==> config.mk <==
export PLATFORM = sky130hd
export DESIGN_NAME = ultrasonic_echo_ranger_core_flat
export DESIGN_NICKNAME = d
export VERILOG_FILES = /design/src/hw/rtl/uer_pkg.sv /design/src/hw/rtl/uer_if.sv /design/src/hw/rtl/ultrasonic_echo_ranger_core.sv /design/src/hw/rtl/uer_div.sv /design/src/flat_wrapper.sv
export VERILOG_INCLUDE_DIRS = /design/src /design/src/hw/rtl
export SDC_FILE = /design/constraint.sdc
export NUM_CORES = 1
export LEC_CHECK = 0
export ABC_AREA = 1
export BUFFER_PORTS_ARGS = -buffer_cell sky130_fd_sc_hd__buf_2
export CORE_MARGIN = 8
export CORE_UTILIZATION = 35
export CTS_CLUSTER_SIZE = 16
export DETAILED_ROUTE_END_ITERATION = 10
export REMOVE_ABC_BUFFERS = 1
export SLEW_MARGIN = 20
export SYNTH_ARGS = -nofsm -noshare
export SYNTH_HDL_FRONTEND = slang
export SYNTH_SLANG_ARGS = --single-unit
==> constraint.sdc <==
create_clock -name clock -period 4.1 [get_ports clock]
set_clock_uncertainty 0.2 [all_clocks]
set_input_delay 0.615 -clock clock [delete_from_list [all_inputs] [get_ports clock]]
set_output_delay 0.615 -clock clock [all_outputs]
set_load 0.02 [all_outputs]
==> src/hw/rtl/assert_macros.svh <==
// ----------------------------------------------------------------------------
// Assertion macros
// Shared wrappers for concurrent assertions used in the RTL.
// ----------------------------------------------------------------------------
`ifndef ASSERT_MACROS_SVH
`define ASSERT_MACROS_SVH

// Clocked assertion, disabled while reset is high.
`define UER_ASSERT(lbl, clk, rst, prop) \
   lbl: assert property (@(posedge clk) disable iff (rst) prop) \
      else $error("uer assertion failed");

// Clocked assertion that also holds through reset.
`define UER_ASSERT_ALWAYS(lbl, clk, prop) \
   lbl: assert property (@(posedge clk) prop) \
      else $error("uer assertion failed");

`endif

==> src/hw/rtl/uer_pkg.sv <==
`timescale 1ns / 1ps
// ----------------------------------------------------------------------------
// uer_pkg
// Widths, register indexes and reset values of the echo ranger.
// ----------------------------------------------------------------------------
package uer_pkg;

   localparam int TICK_WIDTH = 16;                 // echo timer width
   localparam int RT_W       = 16;                 // round tick counter
   localparam int SUM_W      = TICK_WIDTH + 4;     // up to 15 rounds of captures
   localparam int DVS_W      = 8;                  // divider divisor width
   localparam int DIST_W     = 16;
   localparam int CNT_W      = $clog2(SUM_W + 1);
   localparam int CSR_IDX_W  = 2;
   localparam int CSR_DAT_W  = 16;

   localparam logic [TICK_WIDTH-1:0] ECHO_MAX = {TICK_WIDTH{1'b1}};
   localparam logic [DIST_W-1:0]     DIST_MAX = {DIST_W{1'b1}};

   // register indexes
   localparam logic [CSR_IDX_W-1:0] REG_SAMPLE_COUNT  = 2'd0;
   localparam logic [CSR_IDX_W-1:0] REG_TRIGGER_TICKS = 2'd1;
   localparam logic [CSR_IDX_W-1:0] REG_WINDOW_TICKS  = 2'd2;
   localparam logic [CSR_IDX_W-1:0] REG_TICKS_PER_CM  = 2'd3;

   // register reset values
   localparam logic [3:0]  RST_SAMPLE_COUNT  = 4'd10;
   localparam logic [7:0]  RST_TRIGGER_TICKS = 8'd15;
   localparam logic [15:0] RST_WINDOW_TICKS  = 16'd60000;
   localparam logic [7:0]  RST_TICKS_PER_CM  = 8'd58;

endpackage

==> src/hw/rtl/uer_if.sv <==
`timescale 1ns / 1ps
// ----------------------------------------------------------------------------
// uer_if
// Valid/ready channels of the echo ranger: tick input, result, register write.
// ----------------------------------------------------------------------------
interface uer_req_if;
   logic valid;
   logic ready;
   logic start_req;
   logic echo_level;

   modport source (output valid, start_req, echo_level, input ready);
   modport sink   (input valid, start_req, echo_level, output ready);
endinterface

interface uer_rsp_if;
   import uer_pkg::*;
   logic              valid;
   logic              ready;
   logic              trigger_out;
   logic              busy_res;
   logic              done_res;
   logic [DIST_W-1:0] distance_cm;

   modport source (output valid, trigger_out, busy_res, done_res, distance_cm,
                   input ready);
   modport sink   (input valid, trigger_out, busy_res, done_res, distance_cm,
                   output ready);
endinterface

interface uer_csr_if;
   import uer_pkg::*;
   logic                 valid;
   logic                 ready;
   logic [CSR_IDX_W-1:0] index;
   logic [CSR_DAT_W-1:0] data;

   modport source (output valid, index, data, input ready);
   modport sink   (input valid, index, data, output ready);
endinterface

==> src/hw/rtl/ultrasonic_echo_ranger_core.sv <==
`timescale 1ns / 1ps
// ----------------------------------------------------------------------------
// ultrasonic_echo_ranger_core
// Ultrasonic ranging sequencer: trigger pulse, echo timing, averaged distance.
// ----------------------------------------------------------------------------
// Usage:
//   req_ch carries one transaction per microsecond tick (start request and
//   sampled echo level); rsp_ch returns exactly one transaction per tick with
//   the trigger level, busy, done and the averaged distance in cm.
//   csr_ch writes the four setup registers (sample count, trigger ticks,
//   window ticks, ticks per cm); write them only while no tick is in flight.
//   Each accepted tick passes through S_EMIT to the output register. A tick
//   that closes a round first runs one serial division of the echo count
//   in S_DIV1; the last round of a measurement adds a second serial
//   division for the average in S_DIV2, both on the bit-serial divider.
//   A new tick is accepted once the previous one has been written to the
//   output register, even if the receiver has not yet taken that result;
//   with rsp_ch stalled the next result waits until the register frees up.
//   Reset returns the registers to their defaults and the sequencer to idle.
// ----------------------------------------------------------------------------
`include "assert_macros.svh"

module ultrasonic_echo_ranger_core (
   input  logic clock,
   input  logic reset,
   uer_req_if.sink   req_ch,
   uer_rsp_if.source rsp_ch,
   uer_csr_if.sink   csr_ch
);
   import uer_pkg::*;

   localparam logic [1:0] S_IDLE = 2'd0;
   localparam logic [1:0] S_DIV1 = 2'd1;
   localparam logic [1:0] S_DIV2 = 2'd2;
   localparam logic [1:0] S_EMIT = 2'd3;

   // setup registers
   logic [3:0]  sample_count_ff;
   logic [7:0]  trigger_ticks_ff;
   logic [15:0] window_ticks_ff;
   logic [7:0]  ticks_per_cm_ff;

   // sequencer state
   logic [1:0]            state_ff, state_in;
   logic                  phase_ff, phase_in;
   logic [RT_W-1:0]       round_tick_ff, round_tick_in;
   logic [3:0]            round_index_ff, round_index_in;
   logic                  edge_toggle_ff, edge_toggle_in;
   logic                  echo_prev_ff, echo_prev_in;
   logic [TICK_WIDTH-1:0] echo_timer_ff, echo_timer_in;
   logic [TICK_WIDTH-1:0] captured_ff, captured_in;
   logic [SUM_W-1:0]      sum_ff, sum_in;
   logic                  last_ff, last_in;

   // pending result and output register
   logic              pend_trig_ff, pend_trig_in;
   logic              pend_busy_ff, pend_busy_in;
   logic              pend_done_ff, pend_done_in;
   logic [DIST_W-1:0] pend_dist_ff, pend_dist_in;
   logic              rsp_valid_ff, rsp_valid_in;
   logic              rsp_trig_ff, rsp_busy_ff, rsp_done_ff;
   logic [DIST_W-1:0] rsp_dist_ff;
   logic              rsp_load;

   // divider
   logic             div_start;
   logic [SUM_W-1:0] div_a;
   logic [DVS_W-1:0] div_b;
   logic             div_done;
   logic [SUM_W-1:0] div_q;

   // tick evaluation
   logic                  req_fire;
   logic                  echo_edge, start_now, run;
   logic [RT_W-1:0]       rt_b;
   logic                  tog_b, tog_n;
   logic [TICK_WIDTH-1:0] tmr_b, tmr_n, cap_b, cap_n;
   logic [3:0]            ridx_b;
   logic                  tmr_max, trig, round_end, last_round;
   logic [RT_W:0]         rt_inc;
   logic [4:0]            ridx_inc;
   logic [3:0]            rounds_eff;
   logic [15:0]           window_eff;
   logic [7:0]            tpc_eff;
   logic [SUM_W-1:0]      sum_acc;

   assign rounds_eff = (sample_count_ff == '0) ? 4'd1 : sample_count_ff;
   assign window_eff = (window_ticks_ff == '0) ? 16'd1 : window_ticks_ff;
   assign tpc_eff    = (ticks_per_cm_ff == '0) ? 8'd1 : ticks_per_cm_ff;

   assign req_ch.ready = (state_ff == S_IDLE);
   assign req_fire     = req_ch.valid && req_ch.ready;
   assign csr_ch.ready = 1'b1;

   always_ff @(posedge clock) begin
      if (reset) begin
         sample_count_ff  <= RST_SAMPLE_COUNT;
         trigger_ticks_ff <= RST_TRIGGER_TICKS;
         window_ticks_ff  <= RST_WINDOW_TICKS;
         ticks_per_cm_ff  <= RST_TICKS_PER_CM;
      end else if (csr_ch.valid) begin
         unique case (csr_ch.index)
            REG_SAMPLE_COUNT:  sample_count_ff  <= csr_ch.data[3:0];
            REG_TRIGGER_TICKS: trigger_ticks_ff <= csr_ch.data[7:0];
            REG_WINDOW_TICKS:  window_ticks_ff  <= csr_ch.data;
            REG_TICKS_PER_CM:  ticks_per_cm_ff  <= csr_ch.data[7:0];
            default: ;
         endcase
      end
   end

   // per-tick logic; a start request while idle rebases the round state to zero
   always_comb begin
      echo_edge = req_ch.echo_level ^ echo_prev_ff;
      start_now = !phase_ff && req_ch.start_req;
      run       = phase_ff || start_now;
      rt_b      = start_now ? '0 : round_tick_ff;
      tog_b     = start_now ? 1'b0 : edge_toggle_ff;
      tmr_b     = start_now ? '0 : echo_timer_ff;
      cap_b     = start_now ? '0 : captured_ff;
      ridx_b    = start_now ? '0 : round_index_ff;
      trig      = run && (rt_b < RT_W'(trigger_ticks_ff));
      tmr_max   = (tmr_b == ECHO_MAX);
      tog_n     = tog_b;
      tmr_n     = tmr_b;
      cap_n     = cap_b;
      if (echo_edge) begin
         if (!tog_b) begin
            tog_n = 1'b1;
            tmr_n = '0;
         end else begin
            tog_n = 1'b0;
            cap_n = tmr_max ? ECHO_MAX : tmr_b + TICK_WIDTH'(1);
         end
      end else if (tog_b && !tmr_max) begin
         tmr_n = tmr_b + TICK_WIDTH'(1);
      end
      rt_inc     = {1'b0, rt_b} + (RT_W+1)'(1);
      round_end  = run && (rt_inc >= {1'b0, window_eff});
      ridx_inc   = {1'b0, ridx_b} + 5'd1;
      last_round = ridx_inc >= {1'b0, rounds_eff};
   end

   assign sum_acc  = sum_ff + div_q;
   assign rsp_load = !rsp_valid_ff || rsp_ch.ready;

   always_comb begin
      state_in       = state_ff;
      phase_in       = phase_ff;
      round_tick_in  = round_tick_ff;
      round_index_in = round_index_ff;
      edge_toggle_in = edge_toggle_ff;
      echo_prev_in   = echo_prev_ff;
      echo_timer_in  = echo_timer_ff;
      captured_in    = captured_ff;
      sum_in         = sum_ff;
      last_in        = last_ff;
      pend_trig_in   = pend_trig_ff;
      pend_busy_in   = pend_busy_ff;
      pend_done_in   = pend_done_ff;
      pend_dist_in   = pend_dist_ff;
      div_start      = 1'b0;
      div_a          = SUM_W'(cap_n);
      div_b          = tpc_eff;
      rsp_valid_in   = rsp_valid_ff && !rsp_ch.ready;

      unique case (state_ff)
         S_IDLE: begin
            if (req_fire) begin
               echo_prev_in = req_ch.echo_level;
               pend_trig_in = trig;
               pend_busy_in = run && !(round_end && last_round);
               pend_done_in = 1'b0;
               pend_dist_in = '0;
               state_in     = S_EMIT;
               if (run) begin
                  phase_in = 1'b1;
                  sum_in   = start_now ? '0 : sum_ff;
                  if (!round_end) begin
                     round_tick_in  = rt_inc[RT_W-1:0];
                     round_index_in = ridx_b;
                     edge_toggle_in = tog_n;
                     echo_timer_in  = tmr_n;
                     captured_in    = cap_n;
                  end else begin
                     // round closes: scale this round's capture, then restart
                     round_tick_in  = '0;
                     edge_toggle_in = 1'b0;
                     echo_timer_in  = '0;
                     captured_in    = '0;
                     round_index_in = last_round ? 4'd0 : ridx_inc[3:0];
                     phase_in       = !last_round;
                     last_in        = last_round;
                     div_start      = 1'b1;
                     state_in       = S_DIV1;
                  end
               end
            end
         end
         S_DIV1: begin
            if (div_done) begin
               sum_in = sum_acc;
               if (last_ff) begin
                  div_start = 1'b1;
                  div_a     = sum_acc;
                  div_b     = DVS_W'(rounds_eff);
                  state_in  = S_DIV2;
               end else begin
                  state_in = S_EMIT;
               end
            end
         end
         S_DIV2: begin
            if (div_done) begin
               pend_done_in = 1'b1;
               pend_dist_in = (div_q > SUM_W'(DIST_MAX)) ? DIST_MAX : div_q[DIST_W-1:0];
               state_in     = S_EMIT;
            end
         end
         S_EMIT: begin
            if (rsp_load) begin
               rsp_valid_in = 1'b1;
               state_in     = S_IDLE;
            end
         end
         default: state_in = S_IDLE;
      endcase
   end

   always_ff @(posedge clock) begin
      if (reset) begin
         state_ff       <= S_IDLE;
         phase_ff       <= 1'b0;
         round_tick_ff  <= '0;
         round_index_ff <= '0;
         edge_toggle_ff <= 1'b0;
         echo_prev_ff   <= 1'b0;
         echo_timer_ff  <= '0;
         captured_ff    <= '0;
         sum_ff         <= '0;
         last_ff        <= 1'b0;
         rsp_valid_ff   <= 1'b0;
      end else begin
         state_ff       <= state_in;
         phase_ff       <= phase_in;
         round_tick_ff  <= round_tick_in;
         round_index_ff <= round_index_in;
         edge_toggle_ff <= edge_toggle_in;
         echo_prev_ff   <= echo_prev_in;
         echo_timer_ff  <= echo_timer_in;
         captured_ff    <= captured_in;
         sum_ff         <= sum_in;
         last_ff        <= last_in;
         rsp_valid_ff   <= rsp_valid_in;
      end
      pend_trig_ff <= pend_trig_in;
      pend_busy_ff <= pend_busy_in;
      pend_done_ff <= pend_done_in;
      pend_dist_ff <= pend_dist_in;
      if (state_ff == S_EMIT && rsp_load) begin
         rsp_trig_ff <= pend_trig_ff;
         rsp_busy_ff <= pend_busy_ff;
         rsp_done_ff <= pend_done_ff;
         rsp_dist_ff <= pend_dist_ff;
      end
   end

   uer_div u_div (
      .clock    (clock),
      .reset    (reset),
      .start    (div_start),
      .dividend (div_a),
      .divisor  (div_b),
      .done     (div_done),
      .quotient (div_q)
   );

   assign rsp_ch.valid       = rsp_valid_ff;
   assign rsp_ch.trigger_out = rsp_trig_ff;
   assign rsp_ch.busy_res    = rsp_busy_ff;
   assign rsp_ch.done_res    = rsp_done_ff;
   assign rsp_ch.distance_cm = rsp_dist_ff;

   `UER_ASSERT(a_done_not_busy, clock, reset,
      (rsp_ch.valid && rsp_ch.done_res) |-> !rsp_ch.busy_res)
   `UER_ASSERT(a_dist_only_done, clock, reset,
      (rsp_ch.valid && !rsp_ch.done_res) |-> (rsp_ch.distance_cm == '0))
   `UER_ASSERT(a_div_in_div_state, clock, reset,
      div_done |-> (state_ff == S_DIV1 || state_ff == S_DIV2))
   `UER_ASSERT_ALWAYS(a_accept_leaves_idle, clock,
      (!reset && req_ch.valid && req_ch.ready) |=> (reset || state_ff != S_IDLE))

endmodule

==> src/hw/rtl/uer_div.sv <==
`timescale 1ns / 1ps
// ----------------------------------------------------------------------------
// uer_div
// Restoring divider, one quotient bit per cycle over the SUM_W dividend bits.
// ----------------------------------------------------------------------------
module uer_div (
   input  logic                      clock,
   input  logic                      reset,
   input  logic                      start,
   input  logic [uer_pkg::SUM_W-1:0] dividend,
   input  logic [uer_pkg::DVS_W-1:0] divisor,
   output logic                      done,
   output logic [uer_pkg::SUM_W-1:0] quotient
);
   import uer_pkg::*;

   logic [SUM_W-1:0] dq_ff, dq_in;
   logic [DVS_W-1:0] rem_ff, rem_in;
   logic [DVS_W-1:0] dvs_ff, dvs_in;
   logic [CNT_W-1:0] cnt_ff, cnt_in;
   logic             done_ff, done_in;
   logic [DVS_W:0]   rem_sh;
   logic [DVS_W:0]   rem_sub;
   logic             ge;

   assign rem_sh  = {rem_ff, dq_ff[SUM_W-1]};
   assign ge      = rem_sh >= {1'b0, dvs_ff};
   assign rem_sub = rem_sh - {1'b0, dvs_ff};

   always_comb begin
      dq_in   = dq_ff;
      rem_in  = rem_ff;
      dvs_in  = dvs_ff;
      cnt_in  = cnt_ff;
      done_in = 1'b0;
      if (start) begin
         dq_in  = dividend;
         rem_in = '0;
         dvs_in = divisor;
         cnt_in = CNT_W'(SUM_W);
      end else if (cnt_ff != '0) begin
         dq_in   = {dq_ff[SUM_W-2:0], ge};
         rem_in  = ge ? rem_sub[DVS_W-1:0] : rem_sh[DVS_W-1:0];
         cnt_in  = cnt_ff - CNT_W'(1);
         done_in = (cnt_ff == CNT_W'(1));
      end
   end

   always_ff @(posedge clock) begin
      if (reset) begin
         cnt_ff  <= '0;
         done_ff <= 1'b0;
      end else begin
         cnt_ff  <= cnt_in;
         done_ff <= done_in;
      end
      dq_ff  <= dq_in;
      rem_ff <= rem_in;
      dvs_ff <= dvs_in;
   end

   assign done     = done_ff;
   assign quotient = dq_ff;

endmodule

==> src/flat_wrapper.sv <==
// flat-port wrapper written by rule: the top's interface ports become plain ports
module ultrasonic_echo_ranger_core_flat import uer_pkg::*;
  (clock, reset, req_ch_valid, req_ch_start_req, req_ch_echo_level, req_ch_ready, rsp_ch_valid, rsp_ch_trigger_out, rsp_ch_busy_res, rsp_ch_done_res, rsp_ch_distance_cm, rsp_ch_ready, csr_ch_valid, csr_ch_index, csr_ch_data, csr_ch_ready);
  uer_req_if req_ch_i ();
  uer_rsp_if rsp_ch_i ();
  uer_csr_if csr_ch_i ();
  input  logic clock;
  input  logic reset;
  input wire logic [$bits(req_ch_i.valid)-1:0] req_ch_valid;
  input wire logic [$bits(req_ch_i.start_req)-1:0] req_ch_start_req;
  input wire logic [$bits(req_ch_i.echo_level)-1:0] req_ch_echo_level;
  output wire logic [$bits(req_ch_i.ready)-1:0] req_ch_ready;
  output wire logic [$bits(rsp_ch_i.valid)-1:0] rsp_ch_valid;
  output wire logic [$bits(rsp_ch_i.trigger_out)-1:0] rsp_ch_trigger_out;
  output wire logic [$bits(rsp_ch_i.busy_res)-1:0] rsp_ch_busy_res;
  output wire logic [$bits(rsp_ch_i.done_res)-1:0] rsp_ch_done_res;
  output wire logic [$bits(rsp_ch_i.distance_cm)-1:0] rsp_ch_distance_cm;
  input wire logic [$bits(rsp_ch_i.ready)-1:0] rsp_ch_ready;
  input wire logic [$bits(csr_ch_i.valid)-1:0] csr_ch_valid;
  input wire logic [$bits(csr_ch_i.index)-1:0] csr_ch_index;
  input wire logic [$bits(csr_ch_i.data)-1:0] csr_ch_data;
  output wire logic [$bits(csr_ch_i.ready)-1:0] csr_ch_ready;
  assign req_ch_i.valid = req_ch_valid;
  assign req_ch_i.start_req = req_ch_start_req;
  assign req_ch_i.echo_level = req_ch_echo_level;
  assign req_ch_ready = req_ch_i.ready;
  assign rsp_ch_valid = rsp_ch_i.valid;
  assign rsp_ch_trigger_out = rsp_ch_i.trigger_out;
  assign rsp_ch_busy_res = rsp_ch_i.busy_res;
  assign rsp_ch_done_res = rsp_ch_i.done_res;
  assign rsp_ch_distance_cm = rsp_ch_i.distance_cm;
  assign rsp_ch_i.ready = rsp_ch_ready;
  assign csr_ch_i.valid = csr_ch_valid;
  assign csr_ch_i.index = csr_ch_index;
  assign csr_ch_i.data = csr_ch_data;
  assign csr_ch_ready = csr_ch_i.ready;
  ultrasonic_echo_ranger_core u_core (.clock(clock), .reset(reset), .req_ch(req_ch_i), .rsp_ch(rsp_ch_i), .csr_ch(csr_ch_i));
endmodule
# Word-level counts from Yosys, hierarchy flattened
# Cells that the tools add are included.
dict set report op_classes {
  mux 62
  n_reduce_logical 38
  n_bitwise 2
  addsub 6
  n_eq_ne 14
  order_cmp 5
}
# cell n
set ops {}
lappend ops {{$mux 16} 16}
lappend ops {{$mux 20} 9}
lappend ops {{$mux 8} 5}
lappend ops {{$pmux 20 s2} 1}
lappend ops {{$pmux 16 s2} 1}
lappend ops {{$add 20x20->20} 1}
lappend ops {{$gt 20x16->1 const B} 1}
lappend ops {{$add 16x1->17 const B} 1}
lappend ops {{$ge 17x16->1} 1}
lappend ops {{$add 16x1->16 const B} 1}
lappend ops {{$eq 16x16->1 const B} 1}
lappend ops {{$logic_not 16->1} 1}
lappend ops {{$lt 16x8->1} 1}
lappend ops {{$mux 4} 4}
lappend ops {{$mux 1} 15}
lappend ops {{$mux 2} 6}
lappend ops {{$mux 5} 2}
lappend ops {{$ne 2x2->1 const B} 5}
lappend ops {{$reduce_and 2->1} 5}
lappend ops {{$ge 9x8->1} 1}
lappend ops {{$logic_and 1x1->1} 9}
lappend ops {{$eq 2x2->1 const B} 4}
lappend ops {{$logic_not 8->1} 1}
lappend ops {{$pmux 2 s4} 1}
lappend ops {{other kinds (21)} 34}
dict set report totals {
  ff_bits 195
  out_inout_bits 22
  in_bits 25
}

# Logic depth before layout (Yosys ltp)
# Gate-level depths: netlist (run 1).
dict set report depth {
  ltp_word 11
  ltp_mapped 30
  depth_no_buf 27
}

# By module
# From an unflattened synthesis (run 1), not the netlist that was laid out.
dict set report unflattened {
  cells_unflattened 1562
  area_unflattened_um2 11529.8
}
# module n_inst seq_area_each_um2 cells_each area_each_um2
set by_module_without_submodules {}
lappend by_module_without_submodules {ultrasonic_echo_ranger_core 1 3443.3 1306 9334.0}
lappend by_module_without_submodules {uer_div 1 1121.1 256 2195.9}

# Worst setup path before layout (run 1)
# OpenSTA, ideal clock, no wires.
dict set report synth_timing {
  path_kind {input -> register}
  startpoint {in req_ch_start_req}
  endpoint {reg u_core.u_div.dq_ff[0] (netlist: u_core.u_div.quotient[0]), enable pin}
  t_required_ns 3.525
  cell_stages 24
  path_slack_ns -0.327
  arrival_ns 3.852
  path_cell_list {inv_1 nor2_1 buf_6 buf_2 buf_2 nor2_1 ha_1 nand2_2 nor3_4 nand2_2 nor2_1 nand2_1 xor2_1 ha_1 nand2_1 nor4_1 nand3_1 nand2_1 nor2_4 nand2_4 nand2_2 nand2_4 nor2_1 inv_1}
}
dict set report synth_between {
  elab_chain_cells 10
}
# item line_no
set synth_rtl {}
lappend synth_rtl {{start, declared} flat_wrapper.sv:10} ;# input wire logic [$bits(req_ch_i.start_req)-1:0] req_ch_start_req;
lappend synth_rtl {{$logic_and 1x1->1 *} ultrasonic_echo_ranger_core.sv:115} ;# start_now = !phase_ff && req_ch.start_req;
lappend synth_rtl {{$mux 16} ultrasonic_echo_ranger_core.sv:117} ;# rt_b = start_now ? '0 : round_tick_ff;
lappend synth_rtl {{$add 16x1->17} ultrasonic_echo_ranger_core.sv:138} ;# rt_inc = {1'b0, rt_b} + (RT_W+1)'(1);
lappend synth_rtl {{$ge 17x16->1} ultrasonic_echo_ranger_core.sv:139} ;# round_end = run && (rt_inc >= {1'b0, window_eff});
lappend synth_rtl {{$logic_and 1x1->1} ultrasonic_echo_ranger_core.sv:139}
lappend synth_rtl {{$mux 1} ultrasonic_echo_ranger_core.sv:179} ;# if (!round_end) begin
lappend synth_rtl {{$mux 1 *} ultrasonic_echo_ranger_core.sv:176} ;# if (run) begin
lappend synth_rtl {{$mux 1 *} ultrasonic_echo_ranger_core.sv:169} ;# if (req_fire) begin
lappend synth_rtl {{$pmux 1 s2 *} ultrasonic_echo_ranger_core.sv:167} ;# unique case (state_ff)
lappend synth_rtl {{$reduce_bool 2->1 (no line) *} --}
lappend synth_rtl {{end signal, assigned} uer_div.sv:57} ;# dq_ff <= dq_in;
lappend synth_rtl {{end, declared} uer_div.sv:17} ;# logic [SUM_W-1:0] dq_ff, dq_in;
# Mark *: on every way between the ends. The rest lies on a longest branch, timed or not.
# A chain may end at the register's enable or synchronous reset.

# Worst setup path in the final report (run 1)
dict set report layout_timing {
  startpoint {reg u_core.phase_ff}
  endpoint {reg u_core.u_div.dq_ff[7] (netlist: u_core.u_div.quotient[7]), enable pin}
}
dict set report layout_between {
  elab_chain_cells 11
}
# item line_no
set layout_rtl {}
lappend layout_rtl {{start, declared} ultrasonic_echo_ranger_core.sv:45} ;# logic phase_ff, phase_in;
lappend layout_rtl {{start signal, assigned} ultrasonic_echo_ranger_core.sv:245} ;# phase_ff <= phase_in;
lappend layout_rtl {{$logic_not 1->1} ultrasonic_echo_ranger_core.sv:115}
lappend layout_rtl {{$logic_and 1x1->1} ultrasonic_echo_ranger_core.sv:115}
lappend layout_rtl {{$mux 16} ultrasonic_echo_ranger_core.sv:117}
lappend layout_rtl {{$add 16x1->17} ultrasonic_echo_ranger_core.sv:138}
lappend layout_rtl {{$ge 17x16->1} ultrasonic_echo_ranger_core.sv:139}
lappend layout_rtl {{$logic_and 1x1->1} ultrasonic_echo_ranger_core.sv:139}
lappend layout_rtl {{$mux 1} ultrasonic_echo_ranger_core.sv:179}
lappend layout_rtl {{$mux 1 *} ultrasonic_echo_ranger_core.sv:176}
lappend layout_rtl {{$mux 1 *} ultrasonic_echo_ranger_core.sv:169}
lappend layout_rtl {{$pmux 1 s2 *} ultrasonic_echo_ranger_core.sv:167}
lappend layout_rtl {{$reduce_bool 2->1 (no line) *} --}
# Marks and branches as above.

==> metrics.txt, run 1 <==
Iter 0 DRT Violations=655; ys flop type=dfxtp_1; status=finished, final reports clean; post-cts sizing count=0; Cell variety after synth=48; first-pass GRT wire length=45000 µm; DR pass1 iterations=5; CP max-delay cell=dfxtp_1; Synth area leaders=dfxtp_1 23%, edfxtp_1 18%, nand2_1 11%; worst setup margin=0.311 ns; Setup CP Type=reg2reg; CP Launch Type=flop; async set-reset flop share out of synthesis=0%; total CTS buffers=17; Num Clock Sinks=195; ANT cells=0; root buffer cell=clkbuf_16; Area after DPL=11800 µm²; Bufs on Longest Clock Path=2; Switch Pwr=2.56 mW; Power Density=541 nW/µm²; DRC viols=0; largest net degree at the start of global routing=61; drt total wl=26400 µm; cell with the most instances after synthesis=nand2_1; critical-path maximum fanout=20; Die X=195 µm; row cnt=65; Reg clk slew, reported paths=0.07 ns; nets@finish=1606; top cell type by total area after synthesis=dfxtp_1; CP delay by family, top=simple AND/OR/NAND/NOR gates; Worst Hold Class=in2reg; Die Footprint=37900 µm²; clock share of power=24.1%; Static Leak=5.39 nW; post-synth top area share=23.1%; switching part of the total power=38.0%; CP Data Required Time=4.04 ns; synth-to-layout area growth=11.0%; GRT Total Usage=14.0%; Hold Buf Count CTS=0; part of the cycle the worst path needs=92.4%; Peak VDD IR=319 µV; Mean Syn Cell Area=7.53 µm²; Hold Violations, Final=0; Congestion Overflow GR=0; setup TNS=0 ns; Setup WS pre-CTS=-0.112 ns; count of yosys warnings during synthesis=0; initial core utilization=35.4%; antenna viol nets, final=0; Critical Path Max Stage Delay=0.39 ns; hold slack=0.200 ns; die height=195 µm; initial antenna violation count=0; post-route cell area=12400 µm²; sequence of cells on the critical path=nor2_2 > nor2_1 > ha_1 > nand2_2 > nor3_4 > nand2_2 > nor2_2 > nand2_1 > xor2_1 > ha_1 > nand2_1 > nor4_2 > nand3_1 > nand2_1 > nor2_4 > nand2_4 > nand2_2 > nand2_4 > nor2_1 > inv_1 > buf_12; Vias=9498; # port buffers=45; crit path capture type=flop; Worst-Skew Late Latency=0.43 ns; via-per-instance ratio=4.92; Post-Syn Instances=1485; flops & latches, synth=195; routability cong.=0.896; WL/cell=13.7 µm; Pint=4.16 mW; Max Fclk=264 MHz; Fillers=3241; relative max-transition margin=36.9%; Post-synth EDFFs=66; Buf/Inv on CP=2; WP data arrival=3.73 ns; core area=31600 µm²; top cells by count, synth=334 x nand2_1, 176 x inv_1, 149 x a21oi_1; setup slack, reg-to-reg=0.31 ns; Sequential Power Share=41.3%; Post-CTS Setup Bufs=0; share of cells above drive strength 1=9.55%; final slew viol count=0; register area share after synthesis=40.8%; Min Clock Period, post-route=3.79 ns; Syn Std Cell Area=11200 µm²; Logic pwr share=34.6%; htree depth=4; Worst-Margin Slew=0.946 ns; post-DP HPWL=19200 µm; total of max-cap violations=0; final setup vio count=0; vias in the first global route=9180; # IOs=47; CTS tree=built
==> metal layers <==
layer	wire, µm	vias to the layer above	part of all wire, %	global-route usage [%]
li1	-	4952	-	-
met1	12500	4378	48	18.0
met2	12700	155	48	24.6
met3	943	13	3.6	2.00
met4	214	0	0.81	3.34
met5	0	-	0	0
==> worst register-to-register path: cells and delay by family (launching register included) <==
| family | cells | cell delay [ns] |
|---|---|---|
| adders and majority gates | 2 | 0.52 |
| buffers and inverters | 2 | 0.28 |
| xor gates and xnor gates | 1 | 0.17 |
| DFF | 1 | 0.39 |
| and+or+nand+nor | 16 | 1.94 |
==> sequential cells by signal, summed over array words and instances (netlist names), 2 cells and up <==
register,flops
u_core.trigger_ticks_ff,8
u_core.captured_ff,16
u_core.echo_timer_ff,16
u_core.round_tick_ff,16
u_core.pend_dist_ff,16
u_core.window_ticks_ff,16
u_core.sum_ff,20
u_core.u_div.quotient,20
u_core.sample_count_ff,4
u_core.state_ff,2
u_core.u_div.rem_ff,8
u_core.round_index_ff,4
u_core.ticks_per_cm_ff,8
u_core.u_div.cnt_ff,5
u_core.u_div.dvs_ff,8
u_core.rsp_ch.distance_cm,16
==> cell families (layout without fill, tap and decap cells) <==
group	count (synthesis)	in the layout	synth area share [%]
AOI/OAI and AO/OA	315	315	15.2
and+or+nand+nor	617	617	23.7
adders and majority gates	66	66	7.52
buffers and inverters	243	286	8.97
muxes	3	3	0.268
DFF	195	195	40.8
xor gates and xnor gates	45	45	3.52
other	1	1	0.0335
==> layout by cell type (no fill, tap or decap), types with 7 or more instances in the layout <==
master     instances
clkbuf_16         17
a21oi_1          148
nand4_1            8
nor4_1             7
nor3_1            13
o21ai_1           22
nand2_1          334
nor2_1           124
xor2_1            33
nor2_2             7
buf_2             45
nand3_1           89
o21ai_0           94
xnor2_1           12
ha_1              64
buf_4             23
inv_1            176
nand2_2            9
o211ai_1          19
dfxtp_1          129
edfxtp_1          66
==> final timing paths <==
kind,from,end,depth (start not counted)
setup / recovery,u_core.phase_ff$_SDFFE_PP0P_,u_core.u_div.quotient[7]$_DFFE_PP_,21
hold / removal,csr_ch_data[9],u_core.window_ticks_ff[9]$_SDFFE_PP1P_,3
setup reg to reg,u_core.phase_ff$_SDFFE_PP0P_,u_core.u_div.quotient[7]$_DFFE_PP_,21
hold reg to reg,u_core.pend_dist_ff[4]$_SDFFCE_PN0P_,u_core.rsp_ch.distance_cm[4]$_DFFE_PP_,0
==> final cells by class <==
cell class / instances / area, µm² / share of cell area [%]
clock buffer: 18 / 429 / 3.46
clock inverter: 14 / 131 / 1.06
tap: 402 / 503 / 4.05
timing repair buffer: 71 / 458 / 3.69
multi-input combinational: 1047 / 5640 / 45.4
sequential: 195 / 4560 / 36.8
inverter: 183 / 689 / 5.55
==> per-stage QoR <==
stage | cells | total power [mW] | util [%]
2_1_floorplan | 1425 | 4.42 | -
3_3_place_gp | 1898 | 5.08 | 37.5
3_5_place_dp | 1898 | 5.13 | 37.5
4_1_cts | 1930 | 6.76 | 39.3
5_1_grt | 1930 | 7.23 | 39.3
6_report | 1930 | 6.72 | 39.3
==> power by group through the flow <==
stage | logic (mW) | clock network, mW | registers [mW]
floorplan | 1.67 | 0 | 2.75
global placement | 2.28 | 0 | 2.81
detailed placement | 2.32 | 0 | 2.82
CTS | 2.33 | 1.65 | 2.78
global route | 2.67 | 1.74 | 2.82
finish | 2.32 | 1.62 | 2.77
Power figures use the tool's default switching activity.
==> inputs of run 2 (changes only) <==
Settings changed: SYNTH_HIERARCHICAL set to 1.
==> metrics.txt, run 2 <==
Num Clock Sinks=195 (unchanged); most frequent cells in the layout=415 x nand2_1, 177 x inv_1, 138 x a21oi_1, 128 x dfxtp_1, 120 x nor2_1 (was 334 x nand2_1, 176 x inv_1, 148 x a21oi_1, 129 x dfxtp_1, 124 x nor2_1); Min Clock Period, post-route=3.71 ns (was 3.79 ns); synth-to-layout area growth=13.4% (was 11.0%); CTS tree=built (unchanged); die height=198 µm (was 195 µm); relative max-transition margin=30.5% (was 36.9%); FF-to-FF path depth=23 (was 21); Congestion Overflow GR=0 (unchanged); Total Power=6.79 mW (was 6.72 mW); initial core utilization=35.5% (was 35.4%); ANT cells=0 (unchanged); async set-reset flop share out of synthesis=0% (unchanged); antenna viol nets, final=0 (unchanged); GRT Total Usage=14.6% (was 14.0%); total of max-cap violations=0 (unchanged); CP Data Required Time=4.25 ns (was 4.04 ns); Post-CTS Setup Bufs=0 (unchanged); row cnt=66 (was 65); Die X=198 µm (was 195 µm); Post-synth EDFFs=66 (unchanged); vias in the first global route=9815 (was 9180); DRC viols=0 (unchanged); Reg clk slew, reported paths=0.07 ns (about the same); post-synthesis simple-gate area fraction=28.4% (was 23.7%); nets@finish=1715 (was 1606); CP max-delay cell=dfxtp_2 (was dfxtp_1); Power Density=519 nW/µm² (was 541 nW/µm²); Worst Setup SP=u_core/phase_ff$_SDFFE_PP0P_ (was u_core.phase_ff$_SDFFE_PP0P_); drt total wl=28100 µm (was 26400 µm); final setup vio count=0 (unchanged); reg-to-reg critical path endpoint=u_core/u_div/done$_SDFF_PP0_ (was u_core.u_div.quotient[7]$_DFFE_PP_); top cells by count, synth=416 x nand2_1, 178 x inv_1, 139 x a21oi_1 (was 334 x nand2_1, 176 x inv_1, 149 x a21oi_1); Cell variety after synth=54 (was 48); crit path capture type=flop (unchanged); Mean Syn Cell Area=7.38 µm² (was 7.53 µm²); post-synth top area share=22.4% (was 23.1%); cell with the most instances after synthesis=nand2_1 (unchanged); final slew viol count=0 (unchanged); Post-Syn Instances=1562 (was 1485); via-per-instance ratio=4.85 (was 4.92); Worst Hold Class=in2reg (unchanged); Syn Std Cell Area=11500 µm² (was 11200 µm²); core area=32500 µm² (was 31600 µm²); part of the cycle the worst path needs=90.6% (was 92.4%); Final Core Density=40.3% (was 39.3%); RSZ-0062 raised after global routing=false; Hold Buf Count CTS=0 (unchanged); initial antenna violation count=0 (unchanged); Synth Area in Compound Gates=13.0% (was 15.2%); Worst-Margin Slew=1.04 ns (was 0.946 ns); top cell type by total area after synthesis=dfxtp_1 (unchanged); share of cells above drive strength 1=12.0% (was 9.55%); Die Footprint=39000 µm² (was 37900 µm²); sequence of cells on the critical path=nor2_4 > nor2_1 > ha_1 > nand2_2 > nor3_4 > nand3_2 > nor3_2 > xor2_1 > ha_1 > a21oi_1 > nor3_1 > nor3_1 > nand2_1 > nand2_1 > nand2_1 > nand2_1 > nand2_4 > nand2_1 > nand2_2 > buf_4 > nor2_1 > nand2_1 > nor4_1 (was nor2_2 > nor2_1 > ha_1 > nand2_2 > nor3_4 > nand2_2 > nor2_2 > nand2_1 > xor2_1 > ha_1 > nand2_1 > nor4_2 > nand3_1 > nand2_1 > nor2_4 > nand2_4 > nand2_2 > nand2_4 > nor2_1 > inv_1 > buf_12); Setup CP Type=reg2reg (unchanged); largest net degree at the start of global routing=64 (was 61); r2r startpoint=u_core/phase_ff$_SDFFE_PP0P_ (was u_core.phase_ff$_SDFFE_PP0P_); Vias=10100 (was 9498); Critical Path Sink=u_core/u_div/done$_SDFF_PP0_ (was u_core.u_div.quotient[7]$_DFFE_PP_); most common cell after layout, fill and taps aside=nand2_1 (unchanged); post-cts sizing count=0 (unchanged); CP Launch Type=flop (unchanged); multiplexer share of the synthesized area=0% (was 0.268%); first-pass GRT wire length=47200 µm (was 45000 µm); register area share after synthesis=39.6% (was 40.8%); Adder-Cell Fraction of Synth Area=7.18% (was 7.52%); flops & latches, synth=195 (unchanged); critical-path maximum fanout=5 (was 20); post-DP HPWL=20800 µm (was 19200 µm); WL/cell=13.5 µm (was 13.7 µm); Bufs on Longest Clock Path=2 (unchanged); CP most frequent cell=nand2_1; Buf/Inv on CP=1 (was 2); count of yosys warnings during synthesis=6 (was 0); Fillers=3317 (was 3241); XOR/XNOR Fraction of Synth Area=3.19% (was 3.52%); Critical Path Max Stage Delay=0.39 ns (about the same); setup slack, reg-to-reg=0.39 ns (was 0.31 ns); WP data arrival=3.87 ns (was 3.73 ns); total CTS buffers=17 (unchanged); DR pass1 iterations=5 (unchanged); Peak VDD IR=302 µV (was 319 µV); root buffer cell=clkbuf_16 (unchanged); # IOs=47 (unchanged); Hold Violations, Final=0 (unchanged); largest family of logic cells by synthesized area=simple AND/OR/NAND/NOR gates (unchanged); routability cong.=0.855 (was 0.896); Synth area leaders=dfxtp_1 22%, edfxtp_1 17%, nand2_1 14% (was dfxtp_1 23%, edfxtp_1 18%, nand2_1 11%); Iter 0 DRT Violations=674 (was 655); ys flop type=dfxtp_1 (unchanged); Max Fclk=269 MHz (was 264 MHz); CP Depth=23 (was 21); Worst-Skew Late Latency=0.45 ns (was 0.43 ns); htree depth=4 (unchanged); CP delay by family, top=simple AND/OR/NAND/NOR gates (unchanged); # port buffers=45 (unchanged); Static Leak=5.74 nW (was 5.39 nW); status=finished, final reports clean (unchanged)
[run 2: cell families (layout without fill, tap and decap cells)]
group | Yosys count | after routing
simple gates | 737 | 737
other cells | 1 | 1
buf+inv | 247 | 323
compound gates | 275 | 275
fa+ha+maj | 65 | 65
xor+xnor | 42 | 42
flops | 195 | 195
[run 2: worst min path at each step]
stage,from,end,cells past startpoint
after floorplan,u_core/pend_busy_ff$_DFFE_PP_,u_core/rsp_ch.busy_res$_DFFE_PP_,0
after global placement,u_core/pend_dist_ff[15]$_SDFFCE_PN0P_,u_core/rsp_ch.distance_cm[15]$_DFFE_PP_,0
after detailed placement,u_core/pend_dist_ff[3]$_SDFFCE_PN0P_,u_core/rsp_ch.distance_cm[3]$_DFFE_PP_,0
after CTS,csr_ch_data[14],u_core/window_ticks_ff[14]$_SDFFE_PP1P_,3
after global routing,csr_ch_data[11],u_core/window_ticks_ff[11]$_SDFFE_PP1P_,3
final,csr_ch_data[13],u_core/window_ticks_ff[13]$_SDFFE_PP1P_,3
[run 2: layer usage]
layer	share of wire (%)	routed length [µm]	GRT usage, %
met4	1.8	498	4.73
met1	47	13300	18.3
met5	0	0	0
met2	47	13300	25.4
met3	3.6	1000	2.21
[run 2: metrics by stage]
step	hold slack, ns	cells	area (µm²)	setup TNS, ns	worst slack (ns)
2_1_floorplan	0.200	1505	11300	-68.74	-0.777
3_3_place_gp	0.202	2048	12500	-1.17	-0.0590
3_5_place_dp	0.205	2048	12500	-3.11	-0.122
4_1_cts	0.174	2080	13100	0	0.212
5_1_grt	0.206	2080	13100	0	0.0347
6_report	0.193	2080	13100	0	0.385
[run 2: final cells by class]
class | instances | area, µm² | area share (%)
multi-input combinational | 1120 | 6000 | 45.9
sequential | 195 | 4570 | 34.9
inverter | 190 | 718 | 5.49
timing repair buffer | 101 | 683 | 5.23
tap | 442 | 553 | 4.23
clock buffer | 17 | 425 | 3.25
clock inverter | 15 | 123 | 0.938
[run 2: where the power goes]
part | internal (mW) | total (mW) | switching [mW]
Clock | 0.791 | 1.59 | 0.795
Sequential | 2.52 | 2.76 | 0.246
Combinational | 0.805 | 2.44 | 1.63
[run 2: worst reg2reg max path, delay by kind of cell (launching register included)]
family,cells,cell delay (ns)
xor+xnor,1,0.24
simple gates,18,2.03
fa+ha+maj,2,0.50
buf+inv,1,0.16
compound gates,1,0.14
flops,1,0.39
